`src/rtl/core/wbs_pkg.sv`:
```
package wbs_pkg;

  localparam int DefChannels    = 6;
  localparam int DefBlockLen    = 200;
  localparam int DefLongMinmax  = 30;
  localparam int DefShortMinmax = 5;
  localparam int DefLongMean    = 60;
  localparam int DefShortMean   = 3;

  localparam int SAMPLE_W = 24;
  localparam int RATIO_W  = 32;
  localparam int SUM_W    = 32;
  localparam int COUNT_W  = 8;
  localparam int DIV_QW   = 48;
  localparam int DIV_VW   = 32;

  localparam logic signed [SAMPLE_W-1:0] S24_MAX = 24'sh7FFFFF;
  localparam logic signed [SAMPLE_W-1:0] S24_MIN = 24'sh800000;

  typedef struct packed {
    logic                     start;
    logic signed [DIV_QW-1:0] dividend;
    logic signed [DIV_VW-1:0] divisor;
  } div_req_t;

  typedef enum logic [3:0] {
    S_IDLE,
    S_MDIV,
    S_WRITE,
    S_MMWALK,
    S_MEWALK,
    S_AVS,
    S_AVL,
    S_RATIO,
    S_OUT
  } state_t;

endpackage

```
`src/rtl/core/wbs_div.sv`:
```
module wbs_div (
  input  logic                             clk,
  input  logic                             rst_n,
  input  wbs_pkg::div_req_t                req,
  output logic                             done,
  output logic signed [wbs_pkg::DIV_QW-1:0] quo
);
  import wbs_pkg::*;

  localparam int CW = $clog2(DIV_QW + 1);

  logic                busy_r;
  logic                done_r;
  logic [CW-1:0]       cnt_r;
  logic [DIV_VW:0]     rem_r;
  logic [DIV_QW-1:0]   q_r;
  logic [DIV_VW-1:0]   dvs_r;
  logic                neg_r;
  logic signed [DIV_QW-1:0] quo_r;
  logic [DIV_VW:0]     rem_sh;
  logic                ge;

  assign rem_sh = {rem_r[DIV_VW-1:0], q_r[DIV_QW-1]};
  assign ge     = rem_sh >= {1'b0, dvs_r};

  always_ff @(posedge clk) begin
    if (!rst_n) begin
      busy_r <= 1'b0;
      done_r <= 1'b0;
      cnt_r  <= '0;
    end else begin
      done_r <= 1'b0;
      if (req.start) begin
        busy_r <= 1'b1;
        cnt_r  <= CW'(DIV_QW);
      end else if (busy_r) begin
        if (cnt_r == '0) begin
          busy_r <= 1'b0;
          done_r <= 1'b1;
        end else begin
          cnt_r <= cnt_r - 1'b1;
        end
      end
    end
  end

  // magnitudes in, one quotient bit per cycle, sign restored at the end
  always_ff @(posedge clk) begin
    if (req.start) begin
      q_r   <= req.dividend[DIV_QW-1] ? -req.dividend : req.dividend;
      dvs_r <= req.divisor[DIV_VW-1] ? -req.divisor : req.divisor;
      rem_r <= '0;
      neg_r <= req.dividend[DIV_QW-1] ^ req.divisor[DIV_VW-1];
    end else if (busy_r) begin
      if (cnt_r == '0) begin
        quo_r <= neg_r ? -$signed(q_r) : $signed(q_r);
      end else begin
        rem_r <= ge ? rem_sh - {1'b0, dvs_r} : rem_sh;
        q_r   <= {q_r[DIV_QW-2:0], ge};
      end
    end
  end

  assign done = done_r;
  assign quo  = quo_r;

endmodule
```
`config.mk`:
```
export PLATFORM = sky130hd
export DESIGN_NAME = wbs_div
export DESIGN_NICKNAME = d
export VERILOG_FILES = /design/src/rtl/core/wbs_pkg.sv /design/src/rtl/core/wbs_div.sv
export SDC_FILE = /design/constraint.sdc
export NUM_CORES = 1
export LEC_CHECK = 0
export BUFFER_PORTS_ARGS = -buffer_cell sky130_fd_sc_hd__buf_2
export CAP_MARGIN = 20
export CORE_MARGIN = 5
export CORE_UTILIZATION = 40
export DETAILED_ROUTE_END_ITERATION = 6
export GPL_TIMING_DRIVEN = 0
export PLACE_DENSITY = 0.58
export SLEW_MARGIN = 20
export SYNTH_ARGS = -nofsm -noshare
export SYNTH_HDL_FRONTEND = slang
export SYNTH_SLANG_ARGS = --single-unit
```
`constraint.sdc`:
```
create_clock -name clk -period 4.5 [get_ports clk]
set_clock_uncertainty 0.2 [all_clocks]
set_input_delay 0.675 -clock clk [delete_from_list [all_inputs] [get_ports clk]]
set_output_delay 0.675 -clock clk [all_outputs]
set_load 0.02 [all_outputs]
```
======== After elaboration in Yosys (flattened, before gate mapping) ========
Index checks and enable logic that the tools add are counted.
Widths: inputs -> output; s select.
storage, ports and cells
  bits in registers ....................... 169
  word-level logic and storage cells ...... 43
  bits of input ports ..................... 83
  output and inout port bits .............. 49
operators by class
  multiplexer cells ....................... 14
  equality and inequality tests ........... 1
  $add $sub $neg .......................... 5
  order comparisons ....................... 1
  reduce and logical (&&, ||, !) cells .... 7
  bitwise logic cells ..................... 5
operators by type and width
  operator             number
  $mux 48              5
  $neg 48->48          2
  $ge 33x32->1         1
  $mux 32              1
  $neg 32->32          1
  $sub 32x32->32       1
  $mux 31              1
  $mux 6               3
  $logic_not 6->1      1
  $sub 6x1->6 const B  1
  $mux 1               4
  $not 1->1            4
  $reduce_and 2->1     2
  $reduce_and 3->1     1
  $reduce_or 3->1      1
  $ne 2x2->1 const B   1
  $reduce_bool 2->1    1
  $reduce_or 2->1      1
  $xor 1x1->1          1

======== Longest topological paths before layout ========
  depth after elaboration ................. 4
  gate-level depth with buffers ........... 14
  depth with buffers taken out ............ 11

======== Worst setup path after synthesis ========
No wires, ideal clock.
  path kind ............................... flip-flop to flip-flop
  start point ............................. register q_r[12]
  end point ............................... register quo_r[37] (netlist: quo[37]), data pin
  library setup time ...................... 261 ps
  required time ........................... 4,039 ps
  data arrival time ....................... 3,439 ps
  path buffers ............................ 1
  slack ................................... 600 ps
  cell stages (with the launch flop) ...... 10
  cell sequence ........................... edfxtp_1 or4_4 or3_4 or4_4 or3_4 or4_4 or4_4 buf_6 o41ai_4 xnor2_1
between the ends
  longest elaborated chain between the ends .. 2
RTL lines
  element                 line           RTL
  start, declared         wbs_div.sv:16  logic [DIV_QW-1:0] q_r;
  start signal, assigned  wbs_div.sv:50  q_r <= req.dividend[DIV_QW-1] ? -req.dividend : req.dividend;
  start signal, assigned  wbs_div.sv:59  q_r <= {q_r[DIV_QW-2:0], ge};
  $neg 48->48             wbs_div.sv:56  quo_r <= neg_r ? -$signed(q_r) : $signed(q_r);
  $mux 48                 wbs_div.sv:56
  end signal, assigned    wbs_div.sv:56
  end, declared           wbs_div.sv:19  logic signed [DIV_QW-1:0] quo_r;
Every way passes these cells.
A chain may end at the register's enable or synchronous reset.

======== Final worst setup path ========
  start point ............................. register dvs_r[20]
  end point ............................... register rem_r[26]
between the ends
  longest elaborated chain between the ends .. 2
  elaborated cells on any way between the ends .. 3
  classes of those cells .................. add/sub: 1; order compare: 1; mux: 1
RTL lines
  element                                                line                          RTL
  start, declared                                        wbs_div.sv:17                 logic [DIV_VW-1:0] dvs_r;
  start signal, assigned                                 wbs_div.sv:51                 dvs_r <= req.divisor[DIV_VW-1] ? -req.divisor : req.divisor;
  $sub 32x32->32 / $ge 33x32->1 (equally long branches)  wbs_div.sv:58, wbs_div.sv:24
  $mux 32 *                                              wbs_div.sv:58                 rem_r <= ge ? rem_sh - {1'b0, dvs_r} : rem_sh;
  end signal, assigned                                   wbs_div.sv:58
  end, declared                                          wbs_div.sv:15                 logic [DIV_VW:0] rem_r;
Mark *: on every way between the ends. The rest lies on a longest branch, timed or not.

==> impl_metrics.ini <==
[timing]
rsz0062_at_grt = no
hold_violations = 0
slew_headroom_pct = 27.1
tightest_slew_ns = 1.09
fin_crit_sh_pct = 92.0
maxSlewViolCount = 0
fin_crit_ns = 4.14
fin_ws_ns = 0.362
setup_viol_count_final = 0
fmax_mhz = 242

[synth]
synth_area_leader_cell = edfxtp_1
synth-edff-count = 129
synthAdderAreaFrac_pct = 4.54
synthesis.nets = 1161
yosys.area.top_type_share_pct = 37.4
synth_area_sq_mm = 0.0104
syn_area_per_cell_sq_um = 9.95
synth_top_family_by_area = compound AO/OA/AOI/OAI gates
muxShareOfSynthArea_pct = 1.99
synthTopCellsByArea = edfxtp_1, xnor2_1, dfxtp_1
yosys_warnings = 0
synth_xor_area_share_pct = 12.8
ys.flop_type = edfxtp_1
synth_seq_cells = 169
yosys.area_share.simple_pct = 14.2
synth_compound_area_share_pct = 17.9
synth.distinct_cells = 63
netlist_instances = 1041
ys_seq_area_share_pct = 45.1
async_flop_share_pct = 0

[pwr]
seq_power_share_pct = 48.0
totalPowerFinal_mw = 4.02
power.density_mw_per_mm2 = 333
p_switching_mw = 1.18
p_comb_share_pct = 16.7
swShare_pct = 29.3
power_frac_clock_pct = 35.4
ir_drop_v = 0.000204
leakage_nw = 4.57
intPower_mw = 2.85

[clock_network]
clock-sinks = 169
clk_pin_slew_worst_paths_ns = 0.07
clock_path_buffers = 2
post-cts-setup-buffers = 0
clk-insertion-delay-late_ns = 0.43
cts_root_buf = clkbuf_16
htree_levels = 4
cts_tree = built
cts_buffers = 17

[floorplan]
die_w_um = 171
die_h_um = 171
io_pins = 132
dieArea_sq_mm = 0.0292
initial_utilization_pct = 40.2
rows = 59
coreArea_sq_mm = 0.0258

[global_routing]
antenna_found_initial = 3
grt_usage_pct = 18.5
grt_max_degree = 35
grt_pass1_vias = 8019
grt_pass1_wl_um = 43100
grt.overflow.total = 0

[worst_setup_path]
ff2ff_path_depth = 13
start_kind = flip-flop
critPathSlowestCell = a31oi_1
cp_max_fo = 10
crit_chain = inv_1, ha_1, clkbuf_1, a211oi_1, o21a_1, nor2_1, o31a_1, or3_1, clkbuf_1, a31oi_1, clkbuf_1, a32oi_1, o21ai_0
max_stage_delay_ns = 0.89
worstSetupPathType = flip-flop to flip-flop
cp.required_ns = 4.65
cpMostUsedCell = clkbuf_1
end_kind = flip-flop
crit_arrival_ns = 4.29

[min_path]
whs_path_depth = 1
holdCritPathClass = input pin to flip-flop

[detailed_routing]
drt_iter0_drc = 529
via_per_inst = 5.43
ant_nets = 0
drcViolationCount = 0
vias = 8395
wl_per_cell_um = 17.5
firstDrtPassIters = 5
wirelength_um = 27100

[placement]
port-buffer-count = 131
dp_cells = 1510
place_ws_ns = 0.251
gp_congestion = 0.862
placed_area_sq_mm = 0.0115
place_hpwl_um = 20600

[cells_and_area]
stdcell_count = 1545
drive_gt1_share_pct = 16.4
fin_area_sq_mm = 0.0121
syn_to_final_growth_pct = 16.7
post-route-util_pct = 46.9
multiInputGateArea_sq_mm = 0.00534
seq_area_sq_mm = 0.00467
fillers = 2483
nNetsFinal = 1314

[status]
outcome = completed

[run]
cap_violations = 0
## logic make-up (layout without fill, tap and decap cells)
group,count (synthesis),in the layout
DFF,169,169
and+or+nand+nor,293,293
other,0,3
muxes,20,20
buffers and inverters,93,259
AOI/OAI and AO/OA,277,277
xor gates and xnor gates,152,152
adders and majority gates,37,37
## Yosys cell counts, types with 7 or more instances
| master | count |
|---|---|
| a21o_1 | 12 |
| a21oi_1 | 71 |
| a31oi_1 | 7 |
| a32oi_1 | 16 |
| and3_1 | 10 |
| clkbuf_1 | 37 |
| dfxtp_1 | 40 |
| edfxtp_1 | 129 |
| ha_1 | 36 |
| inv_1 | 50 |
| mux2i_1 | 15 |
| nand2_1 | 78 |
| nand2b_1 | 7 |
| nand3_1 | 15 |
| nand4_1 | 7 |
| nor2_1 | 81 |
| nor2b_1 | 8 |
| nor3_1 | 16 |
| nor4_1 | 9 |
| o21a_1 | 8 |
| o21ai_0 | 73 |
| o31ai_1 | 37 |
| o41ai_1 | 14 |
| or2_2 | 7 |
| or3_1 | 19 |
| or4_1 | 14 |
| xnor2_1 | 96 |
| xor2_1 | 56 |
## layout make-up
type,instances,area share [%]
buffer,43,1.41
clock inverter,13,1.08
inverter,50,1.55
timing repair buffer,134,6.04
antenna,3,0.0621
sequential,169,38.7
clock buffer,19,3.58
tap,335,3.47
multi-input combinational,779,44.1
## through the flow
stage                     hold WS, ns  setup TNS, ns
final                           0.279              0
after global routing            0.262              0
after CTS                       0.266              0
after detailed placement        0.284              0
after global placement          0.276         -41.26
after floorplan                 0.253              0
## power by group through the flow
stage	sequential (mW)	clock, mW	combinational [mW]
3_3_place_gp	1.96	0	0.652
2_1_floorplan	1.96	0	0.429
6_report	1.93	1.42	0.670
5_1_grt	1.94	1.52	0.745
3_5_place_dp	1.96	0	0.667
4_1_cts	1.93	1.45	0.672
## sequential cells by signal (all words and copies together), names as in the netlist
register / count
done: 1
dvs_r: 32
neg_r: 1
rem_r: 32
cnt_r: 6
q_r: 48
quo: 48
busy_r: 1
## per-layer routing
layer / vias to the layer above / routed length [um] / track usage, %
li1: 4140 / - / -
met1: 4016 / 13600 / 28.2
met2: 221 / 11800 / 27.6
met3: 18 / 1480 / 3.10
met4: 0 / 251 / 4.00
met5: - / 0 / 0
## worst paths after layout
path                                       startpoint                     end  slack [ns]
worst max register to register    dvs_r[20]$_DFFE_PP_  rem_r[26]$_SDFFE_PP0P_        0.36
worst min-delay path                           req[0]      dvs_r[0]$_DFFE_PP_        0.28
worst max-delay path              dvs_r[20]$_DFFE_PP_  rem_r[26]$_SDFFE_PP0P_        0.36
worst min register to register  rem_r[5]$_SDFFE_PP0P_   rem_r[5]$_SDFFE_PP0P_        0.29
## cells in the final DEF (no fill, tap or decap), types with 15 or more instances in the layout
| cell type | instances |
|---|---|
| inv_1 | 49 |
| xnor2_1 | 96 |
| nand2_1 | 78 |
| o31ai_1 | 37 |
| a32oi_1 | 16 |
| clkbuf_1 | 39 |
| ha_1 | 36 |
| o21ai_0 | 73 |
| nor2_1 | 80 |
| nand3_1 | 15 |
| dfxtp_1 | 40 |
| buf_2 | 131 |
| xor2_1 | 56 |
| clkbuf_16 | 17 |
| a21oi_1 | 71 |
| edfxtp_1 | 129 |
| or3_1 | 19 |
| mux2i_1 | 15 |
| nor3_1 | 16 |
## critical path: cells and delay by family (launching register included)
kind            cells  cell delay, ns
compound gates      6            2.00
simple gates        2            0.38
buf+inv             4            0.89
fa+ha+maj           1            0.22
flops               1            0.36
## repair_timing
action                                  in CTS  in global routing
hold buffers                                 0                  0
endpoints found under the setup margin       0                  1
gates resized for setup                      0                  1
(Power assumes the default switching activity.)
